`src/rtl/smt_ram.sv`:
```
`default_nettype none

module smt_ram #(
  parameter int WIDTH = 8,
  parameter int DEPTH = 16
) (
  input  wire logic                     clk,
  input  wire logic                     wr_en,
  input  wire logic [$clog2(DEPTH)-1:0] wr_addr,
  input  wire logic [WIDTH-1:0]         wr_data,
  input  wire logic                     rd_en,
  input  wire logic [$clog2(DEPTH)-1:0] rd_addr,
  output logic      [WIDTH-1:0]         rd_data
);

  logic [WIDTH-1:0] mem [DEPTH];

  always_ff @(posedge clk) begin
    if (wr_en) begin
      mem[wr_addr] <= wr_data;
    end
    if (rd_en) begin
      rd_data <= mem[rd_addr];
    end
  end

endmodule

`default_nettype wire

```
`config.mk`:
```
export PLATFORM = sky130hd
export DESIGN_NAME = smt_ram
export DESIGN_NICKNAME = d
export VERILOG_FILES = /design/src/rtl/smt_ram.sv
export SDC_FILE = /design/constraint.sdc
export NUM_CORES = 1
export LEC_CHECK = 0
export ABC_AREA = 1
export BUFFER_PORTS_ARGS = -buffer_cell sky130_fd_sc_hd__buf_2
export CAP_MARGIN = 20
export CORE_UTILIZATION = 45
export DETAILED_ROUTE_END_ITERATION = 16
export HOLD_SLACK_MARGIN = 0.05
export PLACE_DENSITY_LB_ADDON = 0.08
export SLEW_MARGIN = 20
export SYNTH_ARGS = -nofsm -noshare
export SYNTH_HDL_FRONTEND = slang
export SYNTH_SLANG_ARGS = --single-unit
```
`constraint.sdc`:
```
create_clock -name clk -period 1.2 [get_ports clk]
set_input_delay 0.24 -clock clk [delete_from_list [all_inputs] [get_ports clk]]
set_output_delay 0.24 -clock clk [all_outputs]
set_load 0.1 [all_outputs]
```
Yosys cells after proc, flatten, opt, wreduce, memory -nomap -nowiden. Memory sizes are Yosys's and may differ from the RTL's. A register that Yosys moved wholly into a read port is not among the register bits. Index checks and enable logic that the tools add are counted.

Register bits after elaboration: 0. Output and inout bits: 8. Bits in writable memories: 128. Logic and storage cells: 3. Bits of input ports: 19. Memories: 1.

Memories: mem (depth 16, bits a word 8, rd ports 1, clocked after memory_dff 1, wr ports 1, line 16) `logic [WIDTH-1:0] mem [DEPTH];`.

Mux-type cells: 2.

Operator list (count): two-way mux 1 bit (2).

Logic depth before layout (Yosys ltp).
Depth in word-level cells: 2. Gate-level depth with buffers: 8. Mapped depth without buffers: 7.

Least setup slack after synthesis. Ideal clock, no wire load.

Path kind: input -> register. Start: in wr_addr[3]. End: mem mem[4][0] (enable). Setup time: 0.370 ns. Path buffers: 0. Setup slack: 0.009 ns. Arrival time: 0.821 ns. Required time: 0.830 ns. Cell stages on the path: 2. Cell sequence: nand3b_1 -> nor2_1.

RTL lines: start, declared (line 9) `input wire logic [$clog2(DEPTH)-1:0] wr_addr,`; end, declared (line 16).

Straight into the memory's write port.

Final worst setup path.
Start: reg rd_data[4], read port of mem. End: out rd_data[4].

RTL lines: start, declared (line 13) `output logic [WIDTH-1:0] rd_data`.

No word-level cell between the ends.

==> flow_results.xml <==
<?xml version="1.0" encoding="UTF-8"?>
<metrics>
  <group name="outcome">
    <metric name="outcome" unit="">finished with violations</metric>
    <metric name="violations" unit="">setup timing</metric>
  </group>
  <group name="drt">
    <metric name="avgViaCountPerCell" unit="">4.84</metric>
    <metric name="detail_route.wirelength" unit="microns">13700</metric>
    <metric name="detail_route.wl_per_cell" unit="microns">17.4</metric>
    <metric name="antenna_violating_nets_post_route" unit="">0</metric>
    <metric name="vias" unit="">3811</metric>
    <metric name="detail_route.drc_violations" unit="">0</metric>
    <metric name="dr.pass1.iters" unit="">5</metric>
    <metric name="drt_first_iter_violations" unit="">261</metric>
  </group>
  <group name="floorplan">
    <metric name="die-width" unit="microns">116</metric>
    <metric name="start_util" unit="">0.463</metric>
    <metric name="coreArea" unit="sq um">12600</metric>
    <metric name="io_pins" unit="">27</metric>
    <metric name="die_area" unit="sq um">13500</metric>
    <metric name="placement_rows" unit="">41</metric>
    <metric name="die-height" unit="microns">116</metric>
  </group>
  <group name="hold_path">
    <metric name="min-delay-path-class" unit="">in2reg</metric>
  </group>
  <group name="global_route">
    <metric name="met2_use_gr" unit="">0.358</metric>
    <metric name="grt-busiest-layer" unit="">met2</metric>
    <metric name="gr-usage-met3" unit="">0.0528</metric>
    <metric name="grt_pass1_wl" unit="microns">21000</metric>
    <metric name="number_of_global_route_vias_before_repair" unit="">3804</metric>
    <metric name="antenna_found_initial" unit="">0</metric>
    <metric name="globalRouteTotalUtil" unit="">0.225</metric>
    <metric name="grt_overflow_total" unit="">0</metric>
    <metric name="grt_max_degree" unit="">45</metric>
    <metric name="gr-usage-met1" unit="">0.295</metric>
  </group>
  <group name="clock_network">
    <metric name="cts_buffers" unit="">17</metric>
    <metric name="clk_transition_reported_paths" unit="ns">0.06</metric>
    <metric name="cts_root_buf" unit="">sky130_fd_sc_hd__clkbuf_16</metric>
    <metric name="cts_max_level" unit="">4</metric>
    <metric name="clock_latency" unit="ns">0.42</metric>
    <metric name="postCtsHoldBufs" unit="">0</metric>
    <metric name="cts-root-to-sink-buffers" unit="">2</metric>
    <metric name="cts_num_sinks" unit="">136</metric>
    <metric name="cts_tree" unit="">built</metric>
  </group>
  <group name="cells_and_area">
    <metric name="final_cell_area" unit="sq um">7110</metric>
    <metric name="num-nets-final" unit="">621</metric>
    <metric name="drive_gt1_frac" unit="">0.158</metric>
    <metric name="area_growth" unit="%">21.6</metric>
    <metric name="num-fill-cells" unit="">1123</metric>
    <metric name="utilization" unit="">0.563</metric>
    <metric name="antenna_cells_inserted" unit="">0</metric>
  </group>
  <group name="place">
    <metric name="routabilityCongestion" unit="">0.883</metric>
    <metric name="port_buffers" unit="">26</metric>
    <metric name="detailed_place.area" unit="sq um">6450</metric>
    <metric name="hpwlAfterDp" unit="microns">8530</metric>
  </group>
  <group name="synthesis">
    <metric name="postSynth.asyncResetShare" unit="">0</metric>
    <metric name="postSynthRegisterBits" unit="">136</metric>
    <metric name="synthMostInstantiatedCell" unit="">sky130_fd_sc_hd__nand2_1</metric>
    <metric name="ys.warnings.count" unit="">0</metric>
    <metric name="mapped_area" unit="sq um">5850</metric>
    <metric name="synth_top_area_share" unit="">0.698</metric>
    <metric name="synth_top_cells_by_area" unit="">sky130_fd_sc_hd__edfxtp_1 (70%), sky130_fd_sc_hd__nand2_1 (11%), sky130_fd_sc_hd__nand3_1 (8.3%), sky130_fd_sc_hd__inv_1 (6.4%), sky130_fd_sc_hd__buf_6 (1.2%)</metric>
    <metric name="syn-mean-instance-area" unit="sq um">10.6</metric>
    <metric name="synth_enable_flop_cells" unit="">136</metric>
    <metric name="synth_nets" unit="">570</metric>
    <metric name="post_synthesis_cells" unit="">551</metric>
    <metric name="synth-main-ff-cell" unit="">sky130_fd_sc_hd__edfxtp_1</metric>
    <metric name="synth.yosys.seq_area_share" unit="">0.698</metric>
    <metric name="synth_top_cell_by_area" unit="">sky130_fd_sc_hd__edfxtp_1</metric>
    <metric name="synthDistinctLibCells" unit="">11</metric>
    <metric name="most_instantiated_cells_after_synthesis" unit="">sky130_fd_sc_hd__nand2_1 (173), sky130_fd_sc_hd__edfxtp_1 (136), sky130_fd_sc_hd__inv_1 (100), sky130_fd_sc_hd__nand3_1 (97), sky130_fd_sc_hd__nor2_1 (17)</metric>
  </group>
  <group name="power">
    <metric name="switchingPower" unit="uW">2610</metric>
    <metric name="power.density_cell_area" unit="nW/um^2">1650</metric>
    <metric name="power.share.switching" unit="">0.223</metric>
    <metric name="share_of_power_burned_in_combinational_logic" unit="">0.081</metric>
    <metric name="power.share.clock" unit="">0.458</metric>
    <metric name="p_int" unit="uW">9090</metric>
    <metric name="p_seq_frac" unit="">0.461</metric>
    <metric name="leakage" unit="uW">0.00306</metric>
    <metric name="power.ir.vdd_worst" unit="V">0.00106</metric>
  </group>
  <group name="critical_path">
    <metric name="cp_slowest_cell" unit="">sky130_fd_sc_hd__edfxtp_1</metric>
    <metric name="cp_slowest_stage_delay" unit="ns">0.45</metric>
    <metric name="crit_chain" unit="">buf_12</metric>
    <metric name="worstPathMaxFanout" unit="">1</metric>
    <metric name="critPathLaunchType" unit="">flop</metric>
    <metric name="worst-endpoint-arrival" unit="ns">1.08</metric>
    <metric name="worst_setup_path_end_kind" unit="">primary output</metric>
    <metric name="critPathBufInv" unit="">1</metric>
    <metric name="timing.critical_path.max_delay_family" unit="">flip-flops</metric>
    <metric name="worst-setup-path-type" unit="">reg2out</metric>
    <metric name="timing.critical_path.required" unit="ns">0.96</metric>
  </group>
  <group name="sta">
    <metric name="finalHoldWorstSlack" unit="ns">0.203</metric>
    <metric name="final_worst_clock_skew" unit="ns">0.00719</metric>
    <metric name="final_max_slew_viol_count" unit="">0</metric>
    <metric name="final_critical_path_time_including_i_o_delays_and_setup" unit="ns">1.32</metric>
    <metric name="rsz0062_at_grt" unit="">true</metric>
    <metric name="report.final.hold_viol_count" unit="">0</metric>
    <metric name="min_period_over_period" unit="">1.10</metric>
    <metric name="worst_slew_margin_rel" unit="">0.748</metric>
    <metric name="timing.final.setup_violations" unit="">8</metric>
    <metric name="setup_total_negative_slack" unit="ns">-0.621</metric>
    <metric name="finalWorstSetupSlack" unit="ns">-0.115</metric>
    <metric name="worst_pin_slew" unit="ns">0.378</metric>
    <metric name="fmax" unit="MHz">760</metric>
  </group>
  <group name="flow_run">
    <metric name="cap_violations" unit="">0</metric>
  </group>
</metrics>
==> final cells by class <==
| class | instances | area [sq um] | share of cell area |
|---|---|---|---|
| inverter | 102 | 383 | 0.0538 |
| multi-input combinational | 289 | 1270 | 0.178 |
| clock buffer | 17 | 425 | 0.0598 |
| timing repair buffer | 56 | 551 | 0.0774 |
| clock inverter | 15 | 184 | 0.0259 |
| sequential | 136 | 4080 | 0.574 |
| tap | 172 | 215 | 0.0303 |
==> flip-flops by register name, summed over array words and instances (netlist names) <==
| signal | flops |
|---|---|
| rd_data | 8 |
| mem | 128 |
==> layout by cell type, fill, tap and decap left out <==
master	Yosys	routed
sky130_fd_sc_hd__inv_2	2	2
sky130_fd_sc_hd__nand3_2	0	11
sky130_fd_sc_hd__clkbuf_16	0	17
sky130_fd_sc_hd__nand2_1	173	173
sky130_fd_sc_hd__clkinv_1	0	4
sky130_fd_sc_hd__nor2_1	17	17
sky130_fd_sc_hd__clkinv_2	0	2
sky130_fd_sc_hd__buf_4	4	24
sky130_fd_sc_hd__edfxtp_1	136	136
sky130_fd_sc_hd__nand3b_1	2	2
sky130_fd_sc_hd__nand3_1	97	86
sky130_fd_sc_hd__clkinvlp_4	0	4
sky130_fd_sc_hd__buf_2	13	18
sky130_fd_sc_hd__clkinv_4	0	1
sky130_fd_sc_hd__bufinv_16	0	4
sky130_fd_sc_hd__inv_1	100	100
sky130_fd_sc_hd__buf_12	0	14
==> per-layer routing <==
metal	wire, microns	up-vias
met5	0	-
met4	241	0
met3	618	18
met2	6580	84
met1	6220	1825
li1	-	1884
==> stage by stage <==
| stage | setup WS (ns) | instances | power, uW |
|---|---|---|---|
| after global placement | -0.303 | 755 | 6420 |
| after global routing | -0.163 | 787 | 12000 |
| after CTS | -0.140 | 787 | 11800 |
| final | -0.115 | 787 | 11700 |
| after floorplan | 0.00916 | 551 | 6020 |
| after detailed placement | -0.329 | 755 | 6430 |
==> worst paths after layout <==
check	end	from	depth (start not counted)	slack, ns
setup reg to reg	rd_data[2]	mem[5][2]	6	0.08
setup / recovery	rd_data[4]	rd_data[4]	1	-0.12
hold reg to reg	rd_data[4]	mem[3][4]	6	0.76
hold / removal	rd_data[3]	rd_en	1	0.20
==> worst reg2reg max path, delay by kind of cell (launching register included) <==
kind / cells / cell delay [ns]
buf+inv: 1 / 0.06
flops: 1 / 0.35
simple gates: 5 / 0.45
==> cells by family (layout without fill, tap and decap cells) <==
family                 count (synthesis)  in the layout  synth area share
buffers and inverters                126            190            0.0939
flip-flops                           136            136             0.698
AND/OR/NAND/NOR                      289            289             0.208
==> power groups by stage <==
| stage | registers, uW | logic (uW) | clock network, uW |
|---|---|---|---|
| 3_5_place_dp | 5500 | 937 | 0 |
| 3_3_place_gp | 5490 | 928 | 0 |
| 2_1_floorplan | 5640 | 375 | 0 |
| 5_1_grt | 5410 | 1030 | 5610 |
| 4_1_cts | 5400 | 941 | 5410 |
| 6_report | 5400 | 947 | 5360 |
==> repair_timing <==
item | CTS | global route
setup buffers | 0 | 0
endpoints found under the setup margin | 8 | 12
resized for setup | 0 | 11
pin swaps | 0 | 1
Power figures use the tool's default switching activity.
